$ cat src/hdl/lwcm_pkg.sv
// ----------------------------------------------------------------------------
// Line word count and match package
// Shared constants, configuration register indexes and item codes for the
// line word counter and whole-word matcher.
// ----------------------------------------------------------------------------
package lwcm_pkg;

  // Widths fixed by the interface.
  localparam int CFG_DATA_BITS   = 64;
  localparam int CFG_INDEX_BITS  = 3;
  localparam int CHAR_BITS       = 8;
  localparam int WORD_COUNT_BITS = 10;
  localparam int TLEN_BITS       = 4;
  localparam int MAP_WORDS       = 4;
  localparam int MAP_WORD_BITS   = 64;
  localparam int TARGET_SLOTS    = 8;

  // Defaults for the top-level parameters.
  localparam int DEF_MAX_TARGET_BYTES = 8;
  localparam int DEF_COUNT_BITS       = 10;

  // Only the space character is a delimiter after reset.
  localparam logic [MAP_WORD_BITS-1:0] DELIM_LOW_RESET = 64'h0000_0001_0000_0000;

  // Configuration register indexes.
  localparam logic [CFG_INDEX_BITS-1:0] REG_DELIM_LOW      = 3'd0;
  localparam logic [CFG_INDEX_BITS-1:0] REG_DELIM_MID_LOW  = 3'd1;
  localparam logic [CFG_INDEX_BITS-1:0] REG_DELIM_MID_HIGH = 3'd2;
  localparam logic [CFG_INDEX_BITS-1:0] REG_DELIM_HIGH     = 3'd3;
  localparam logic [CFG_INDEX_BITS-1:0] REG_TARGET_LENGTH  = 3'd4;
  localparam logic [CFG_INDEX_BITS-1:0] REG_TARGET_BYTES   = 3'd5;

  // Input word command codes.
  typedef enum logic {
    CMD_CHAR = 1'b0,
    CMD_EOL  = 1'b1
  } cmd_t;

endpackage

$ cat src/hdl/line_word_count_and_match_core.sv
// ----------------------------------------------------------------------------
// Line word count and match core
// Counts the delimiter-separated words of a text line and flags whether one
// of them equals a configured target word of up to eight bytes.
// ----------------------------------------------------------------------------
// The core takes one input word per clock cycle unless the input stalls.
// Each word is captured in an input register and processed from there by a
// bitmap lookup, one byte compare and the per-line flag updates. The result
// is held in an output register, so a new line may start while the previous
// result is still waiting to be taken; the input stalls only when an
// end-of-line word meets a result register that is full and itself stalled.
module line_word_count_and_match_core #(
  parameter int MAX_TARGET_BYTES = lwcm_pkg::DEF_MAX_TARGET_BYTES,
  parameter int COUNT_BITS       = lwcm_pkg::DEF_COUNT_BITS
) (
  input  logic                                 clk,
  input  logic                                 rst,
  // Configuration write port.
  input  logic                                 cfg_we,
  input  logic [lwcm_pkg::CFG_INDEX_BITS-1:0]  cfg_index,
  input  logic [lwcm_pkg::CFG_DATA_BITS-1:0]   cfg_data,
  // Input channel.
  input  logic                                 in_valid,
  output logic                                 in_stall,
  input  logic                                 cmd,
  input  logic [lwcm_pkg::CHAR_BITS-1:0]       ch,
  // Result channel.
  output logic                                 out_valid,
  input  logic                                 out_stall,
  output logic [lwcm_pkg::WORD_COUNT_BITS-1:0] word_count,
  output logic                                 has_target
);
  import lwcm_pkg::*;

  localparam logic [COUNT_BITS-1:0] COUNT_MAX = {COUNT_BITS{1'b1}};
  localparam logic [TLEN_BITS-1:0]  MAX_TLEN  = TLEN_BITS'(MAX_TARGET_BYTES);

  // Configuration registers.
  logic [MAP_WORDS-1:0][MAP_WORD_BITS-1:0] delim_map;
  logic [TLEN_BITS-1:0]                    target_length;
  logic [TARGET_SLOTS-1:0][CHAR_BITS-1:0]  target_bytes;

  // Input register.
  logic                 s1_valid;
  logic                 s1_cmd;
  logic [CHAR_BITS-1:0] s1_ch;

  // Per-line state.
  logic [COUNT_BITS-1:0] words_seen, words_seen_next;
  logic                  inside_word, inside_word_next;
  logic [TLEN_BITS-1:0]  match_position, match_position_next;
  logic                  match_still_ok, match_still_ok_next;
  logic                  target_found, target_found_next;
  logic                  previous_was_delimiter, previous_was_delimiter_next;
  logic                  line_has_chars, line_has_chars_next;

  // Result register.
  logic [COUNT_BITS-1:0] res_count, res_count_next;
  logic                  has_target_next;

  logic                 in_accept;
  logic                 s1_go;
  logic                 s1_char;
  logic                 s1_eol;
  logic                 is_delim;
  logic [TLEN_BITS-1:0] eff_tlen;
  logic                 close_hit;
  logic [TLEN_BITS-1:0] pos_eff;
  logic                 ok_eff;
  logic [CHAR_BITS-1:0] target_byte;

  // Handshake: a character always moves on, an end of line needs room.
  assign s1_go     = (s1_cmd == CMD_CHAR) || !out_valid || !out_stall;
  assign in_stall  = s1_valid && !s1_go;
  assign in_accept = in_valid && !in_stall;
  assign s1_char   = s1_valid && (s1_cmd == CMD_CHAR);
  assign s1_eol    = s1_valid && (s1_cmd == CMD_EOL) && s1_go;

  // Configuration writes.
  always_ff @(posedge clk) begin
    if (rst) begin
      delim_map     <= {{((MAP_WORDS-1)*MAP_WORD_BITS){1'b0}}, DELIM_LOW_RESET};
      target_length <= '0;
      target_bytes  <= '0;
    end else if (cfg_we) begin
      case (cfg_index)
        REG_DELIM_LOW:      delim_map[0]  <= cfg_data;
        REG_DELIM_MID_LOW:  delim_map[1]  <= cfg_data;
        REG_DELIM_MID_HIGH: delim_map[2]  <= cfg_data;
        REG_DELIM_HIGH:     delim_map[3]  <= cfg_data;
        REG_TARGET_LENGTH:  target_length <= cfg_data[TLEN_BITS-1:0];
        REG_TARGET_BYTES:   target_bytes  <= cfg_data;
        default: ;
      endcase
    end
  end

  // Input register.
  always_ff @(posedge clk) begin
    if (rst) begin
      s1_valid <= 1'b0;
    end else begin
      s1_valid <= in_accept || (s1_valid && !s1_go);
    end
  end

  always_ff @(posedge clk) begin
    if (in_accept) begin
      s1_cmd <= cmd;
      s1_ch  <= ch;
    end
  end

  // Target length is clipped to the number of stored bytes.
  assign eff_tlen = (target_length > MAX_TLEN) ? MAX_TLEN : target_length;

  // Delimiter lookup and the byte the current word is compared against.
  assign is_delim    = delim_map[s1_ch[7:6]][s1_ch[5:0]];
  assign pos_eff     = inside_word ? match_position : '0;
  assign ok_eff      = inside_word ? match_still_ok : 1'b1;
  assign target_byte = target_bytes[pos_eff[2:0]];

  // A word that closes matches when it consumed the whole non-empty target.
  assign close_hit = inside_word && match_still_ok && (eff_tlen != '0) &&
                     (match_position == eff_tlen);

  // Per-line state update.
  always_comb begin
    words_seen_next             = words_seen;
    inside_word_next            = inside_word;
    match_position_next         = match_position;
    match_still_ok_next         = match_still_ok;
    target_found_next           = target_found;
    previous_was_delimiter_next = previous_was_delimiter;
    line_has_chars_next         = line_has_chars;
    res_count_next              = words_seen;
    has_target_next             = target_found || close_hit ||
                                  ((eff_tlen == '0) && line_has_chars &&
                                   previous_was_delimiter);
    if (s1_char) begin
      line_has_chars_next = 1'b1;
      if (is_delim) begin
        target_found_next           = target_found || close_hit;
        inside_word_next            = 1'b0;
        match_still_ok_next         = 1'b0;
        match_position_next         = '0;
        previous_was_delimiter_next = 1'b1;
      end else begin
        previous_was_delimiter_next = 1'b0;
        inside_word_next            = 1'b1;
        if (!inside_word && (words_seen != COUNT_MAX)) begin
          words_seen_next = words_seen + 1'b1;
        end
        if (ok_eff && (pos_eff < eff_tlen) && (target_byte == s1_ch)) begin
          match_position_next = pos_eff + 1'b1;
          match_still_ok_next = 1'b1;
        end else begin
          match_position_next = pos_eff;
          match_still_ok_next = 1'b0;
        end
      end
    end else if (s1_eol) begin
      words_seen_next             = '0;
      inside_word_next            = 1'b0;
      match_position_next         = '0;
      match_still_ok_next         = 1'b0;
      target_found_next           = 1'b0;
      previous_was_delimiter_next = 1'b0;
      line_has_chars_next         = 1'b0;
    end
  end

  always_ff @(posedge clk) begin
    if (rst) begin
      words_seen             <= '0;
      inside_word            <= 1'b0;
      match_position         <= '0;
      match_still_ok         <= 1'b0;
      target_found           <= 1'b0;
      previous_was_delimiter <= 1'b0;
      line_has_chars         <= 1'b0;
    end else begin
      words_seen             <= words_seen_next;
      inside_word            <= inside_word_next;
      match_position         <= match_position_next;
      match_still_ok         <= match_still_ok_next;
      target_found           <= target_found_next;
      previous_was_delimiter <= previous_was_delimiter_next;
      line_has_chars         <= line_has_chars_next;
    end
  end

  // Result register.
  always_ff @(posedge clk) begin
    if (rst) begin
      out_valid <= 1'b0;
    end else if (s1_eol) begin
      out_valid <= 1'b1;
    end else if (!out_stall) begin
      out_valid <= 1'b0;
    end
  end

  always_ff @(posedge clk) begin
    if (s1_eol) begin
      res_count  <= res_count_next;
      has_target <= has_target_next;
    end
  end

  // The count field keeps the low bits of a wider count and zero-extends a narrower one.
  generate
    if (COUNT_BITS >= WORD_COUNT_BITS) begin : g_count_trunc
      assign word_count = res_count[WORD_COUNT_BITS-1:0];
    end else begin : g_count_ext
      assign word_count = {{(WORD_COUNT_BITS-COUNT_BITS){1'b0}}, res_count};
    end
  endgenerate

`ifndef SYNTHESIS
  // Outside a word no partial match may be pending.
  a_idle_match_clear: assert property (@(posedge clk) disable iff (rst)
    !inside_word |-> (match_position == '0) && !match_still_ok)
    else $error("match state left over outside a word");

  // The match position never runs past the stored target.
  a_pos_bound: assert property (@(posedge clk) disable iff (rst)
    match_position <= MAX_TLEN)
    else $error("match position beyond target storage");

  // The input only stalls behind a held end of line.
  a_stall_cause: assert property (@(posedge clk) disable iff (rst)
    in_stall |-> s1_valid && (s1_cmd == CMD_EOL) && out_valid)
    else $error("input stalled without a blocked end of line");

  // Ending a line produces a result and clears the line state.
  a_eol_result: assert property (@(posedge clk) disable iff (rst)
    s1_eol |=> out_valid && (words_seen == '0) && !target_found && !line_has_chars)
    else $error("end of line did not produce a result and clear state");
`endif

endmodule

$ cat config.mk
export PLATFORM = sky130hd
export DESIGN_NAME = line_word_count_and_match_core
export DESIGN_NICKNAME = d
export VERILOG_FILES = /design/src/hdl/lwcm_pkg.sv /design/src/hdl/line_word_count_and_match_core.sv
export SDC_FILE = /design/constraint.sdc
export NUM_CORES = 1
export LEC_CHECK = 0
export BUFFER_PORTS_ARGS = -buffer_cell sky130_fd_sc_hd__clkbuf_2
export CORE_MARGIN = 5
export CORE_UTILIZATION = 25
export CTS_BUF_LIST = sky130_fd_sc_hd__clkbuf_4 sky130_fd_sc_hd__clkbuf_8
export CTS_CLUSTER_DIAMETER = 150
export DETAILED_ROUTE_END_ITERATION = 10
export GPL_TIMING_DRIVEN = 0
export PLACE_DENSITY = 0.49
export SKIP_CTS_REPAIR_TIMING = 1
export SLEW_MARGIN = 15
export SYNTH_ARGS = -nofsm -noshare
export SYNTH_HDL_FRONTEND = slang
export SYNTH_SLANG_ARGS = --single-unit
$ cat constraint.sdc
create_clock -name clk -period 8 [get_ports clk]
set_input_delay 1.2 -clock clk [delete_from_list [all_inputs] [get_ports clk]]
set_output_delay 1.2 -clock clk [all_outputs]
set_load 0.01 [all_outputs]
==> results.yml <==
timing:
  rsz0062_at_grt: "no"
  setup_violations: 0
  tightest_slew_ns: 1.25
  max_slew_margin_pct: 16.8
  drv_slew: 0
  hold_viol: 0
  fin_hold_ws_ns: 0.449
  fmax_mhz: 229
  period_share_pct: 54.6
  period_minus_slack_ns: 4.37
  fin_tns_setup_ns: 0
  fin_skew_ns: 0.0309
synth:
  synthSimpleGateAreaFrac_pct: 19.3
  synth_xor_xnor_area_share_pct: 0.884
  synthesis.nets: 1932
  ys_ff_latch: 365
  synth_cells: 1846
  synth_compound_area_share_pct: 15.4
  muxShareOfSynthArea_pct: 12.2
  syn_area_per_cell_um2: 8.58
  yosys_warnings: 0
  synth_top_area_share_pct: 43.6
  synthFlopType: "dfxtp_1"
  netlist_area_mm2: 0.0158
  synthTopCellsByArea: "dfxtp_1, nand2_1, a21oi_1, mux4_2, edfxtp_1"
  synthDistinctLibCells: 63
  async_flop_share_pct: 0
  synth_fa_ha_area_share_pct: 0.395
  synth-edff-count: 20
  synth_top_family_by_area: "simple AND/OR/NAND/NOR gates"
  ys_seq_area_share_pct: 47.4
  synth_largest_area_cell: "dfxtp_1"
grt:
  overflow: 0
  track_usage_pct: 17.7
  grt_pass1_wl_um: 90600
  grt_max_degree: 14
  grt_antenna_before_repair: 3
  grt_pass1_vias: 13755
power:
  powerDensity_mw_per_mm2: 221
  ir_worst_vdd_mv: 0.0923
  clockPowerShare_pct: 46.5
  p_sw_mw: 1.08
  intPower_mw: 3.10
  pwr-share-comb_pct: 8.0
  leakagePower_nw: 6.54
  p_sw_share_pct: 25.8
  seqPwrFrac_pct: 45.5
detailed_routing:
  vias: 14190
  totalWireLength_um: 61600
  initialDrtViolationCount: 1302
  drc: 0
  drt-pass1-iter-count: 5
  ant_nets: 0
  wl_per_cell_um: 21.2
  vias_per_cell: 4.87
placement:
  dp.cells: 2786
  dp_hpwl_um: 44400
  gp_congestion: 0.927
  io_buffers: 92
cts:
  clkLatencyLatePin_ns: 0.66
  clockBufferDepth: 3
  cts_tree: "yes"
  cts_root_buf: "clkbuf_8"
  clock_sinks: 365
  clk_pin_slew_ns: 0.06
  cts-htree-levels: 3
  numCtsBuffers: 68
hold_path:
  whs_endpoint: "delim_map[171]$_SDFFE_PP0P_"
  worstHoldStart: "delim_map[171]$_SDFFE_PP0P_"
  min_path_cells: 2
  worst_hold_path_type: "flip-flop to flip-flop"
die:
  die_w_um: 262
  dieArea_mm2: 0.0685
  start_util_pct: 25.2
  fp.coreArea_mm2: 0.0630
  rows: 92
  pin_count: 94
  die_h_um: 262
setup_path:
  cp_data_required_time_ns: 8.57
  crit_type: "flip-flop to flip-flop"
  r2r_cells: 13
  cp-start-kind: "flip-flop"
  endpoint_kind: "flip-flop"
  r2r-start: "s1_ch[7]$_DFFE_PP_"
  cp_max_fo: 10
  r2r_end: "res_count_next[2]$_SDFFE_PP0P_"
  r2r_slack_ns: 3.63
  arrival_ns: 4.94
cells_and_area:
  fillerInstances: 6694
  finalCoreUtilization_pct: 30.0
  syn2layout_area_growth_pct: 19.1
  multi_input_area_mm2: 0.00763
  drive_above_1_share_pct: 14.8
  fin_nets: 2096
  layout.cells.non_filler: 2912
  ff_latch_area_mm2: 0.00751
run:
  drv_cap: 0
run_status:
  outcome: "finished clean"
[flip-flops by register name, summed over array words and instances (netlist names)]
| register | count |
|---|---|
| has_target | 1 |
| match_still_ok | 1 |
| inside_word | 1 |
| s1_cmd | 1 |
| target_bytes | 64 |
| delim_map | 256 |
| previous_was_delimiter | 1 |
| out_valid | 1 |
| s1_ch | 8 |
| line_has_chars | 1 |
| match_position | 4 |
| target_found | 1 |
| res_count_next | 10 |
| word_count | 10 |
| target_length | 4 |
| s1_valid | 1 |
[cells in the final DEF (no fill, tap or decap), drive strengths merged, types with 4 or more instances in the layout]
| cell type | n |
|---|---|
| nand4 | 5 |
| a221oi | 5 |
| nor4 | 5 |
| a21oi | 355 |
| xor2 | 4 |
| nor2 | 20 |
| mux2i | 47 |
| mux4 | 61 |
| and3 | 13 |
| nand2 | 671 |
| xnor2 | 12 |
| o21a | 9 |
| o21ai | 12 |
| inv | 13 |
| a22oi | 22 |
| dfxtp | 345 |
| nand3 | 15 |
| buf | 30 |
| clkbuf | 311 |
| ha | 5 |
| a211oi | 6 |
| clkinv | 9 |
| and2 | 5 |
| nand3b | 4 |
| nand2b | 7 |
| nor2b | 10 |
| edfxtp | 20 |
| a31oi | 8 |
[power by group through the flow]
| stage | clock network [mW] | registers [mW] | logic, mW |
|---|---|---|---|
| 2_1_floorplan | 0 | 1.93 | 0.178 |
| 3_3_place_gp | 0 | 1.94 | 0.328 |
| 3_5_place_dp | 0 | 1.94 | 0.332 |
| 4_1_cts | 1.98 | 1.90 | 0.333 |
| 5_1_grt | 2.06 | 1.90 | 0.358 |
| 6_report | 1.94 | 1.90 | 0.334 |
[worst max-delay path: stages, from the launching register on]
cell and delay [ns]:
edfxtp_1 0.34, buf_6 0.20, buf_12 0.20, buf_6 0.24
buf_4 0.29, nor2_1 0.26, a22oi_1 0.24, a21oi_1 0.12
o41ai_1 0.90, a32o_1 0.61, a211oi_4 0.18, a211o_1 0.35
buf_6 0.14, a21oi_1 0.13
[cells by family after synthesis]
group           Yosys count
mux                     111
buf+inv                 150
compound gates          435
simple gates            764
flops                   365
xor+xnor                 16
fa+ha+maj                 5
[stage by stage]
| stage | power [mW] | setup WS (ns) | instance area [um2] |
|---|---|---|---|
| final | 4.17 | 3.63 | 18900 |
| after global routing | 4.32 | 3.42 | 18900 |
| after CTS | 4.21 | 3.54 | 18900 |
| after detailed placement | 2.27 | 3.59 | 17400 |
| after global placement | 2.26 | 3.60 | 17400 |
| after floorplan | 2.11 | 5.19 | 15800 |
[Yosys cell counts, drive strengths merged, types with 13 or more instances]
master	count
a22oi	22
mux4	61
nand3	15
mux2i	47
dfxtp	345
nand2	671
and3	13
edfxtp	20
a21oi	355
nor2	20
buf	28
clkbuf	109
[cell type report]
type                    count  share of cell area, %
clock buffers             110                   7.29
flip-flops and latches    365                   39.8
diodes                      3                 0.0398
plain buffers             138                   3.51
inverters                  12                  0.239
well taps                 846                   5.61
repair buffers             94                   2.56
multi-input cells        1331                   40.4
clock inverters            13                  0.530
[how the worst max path moves through the flow]
stage                             startpoint                              to  slack (ns)  depth (start not counted)
final                     s1_ch[7]$_DFFE_PP_  res_count_next[2]$_SDFFE_PP0P_        3.63                         13
after global routing      s1_ch[7]$_DFFE_PP_  res_count_next[4]$_SDFFE_PP0P_        3.42                         13
after CTS                 s1_ch[7]$_DFFE_PP_  res_count_next[2]$_SDFFE_PP0P_        3.54                         13
after detailed placement  s1_ch[7]$_DFFE_PP_  res_count_next[2]$_SDFFE_PP0P_        3.59                         13
after global placement    s1_ch[7]$_DFFE_PP_  res_count_next[2]$_SDFFE_PP0P_        3.60                         13
after floorplan           s1_ch[7]$_DFFE_PP_  res_count_next[2]$_SDFFE_PP0P_        5.19                         10
[routing by layer]
metal / vias up / share of wire [%] / GRT usage, %
met5: - / 0 / 0
met4: 0 / 3.1 / 5.82
met3: 103 / 6.8 / 3.49
met2: 522 / 47 / 29.3
met1: 6892 / 43 / 23.3
li1: 6673 / - / -
Power figures use the tool's default switching activity.
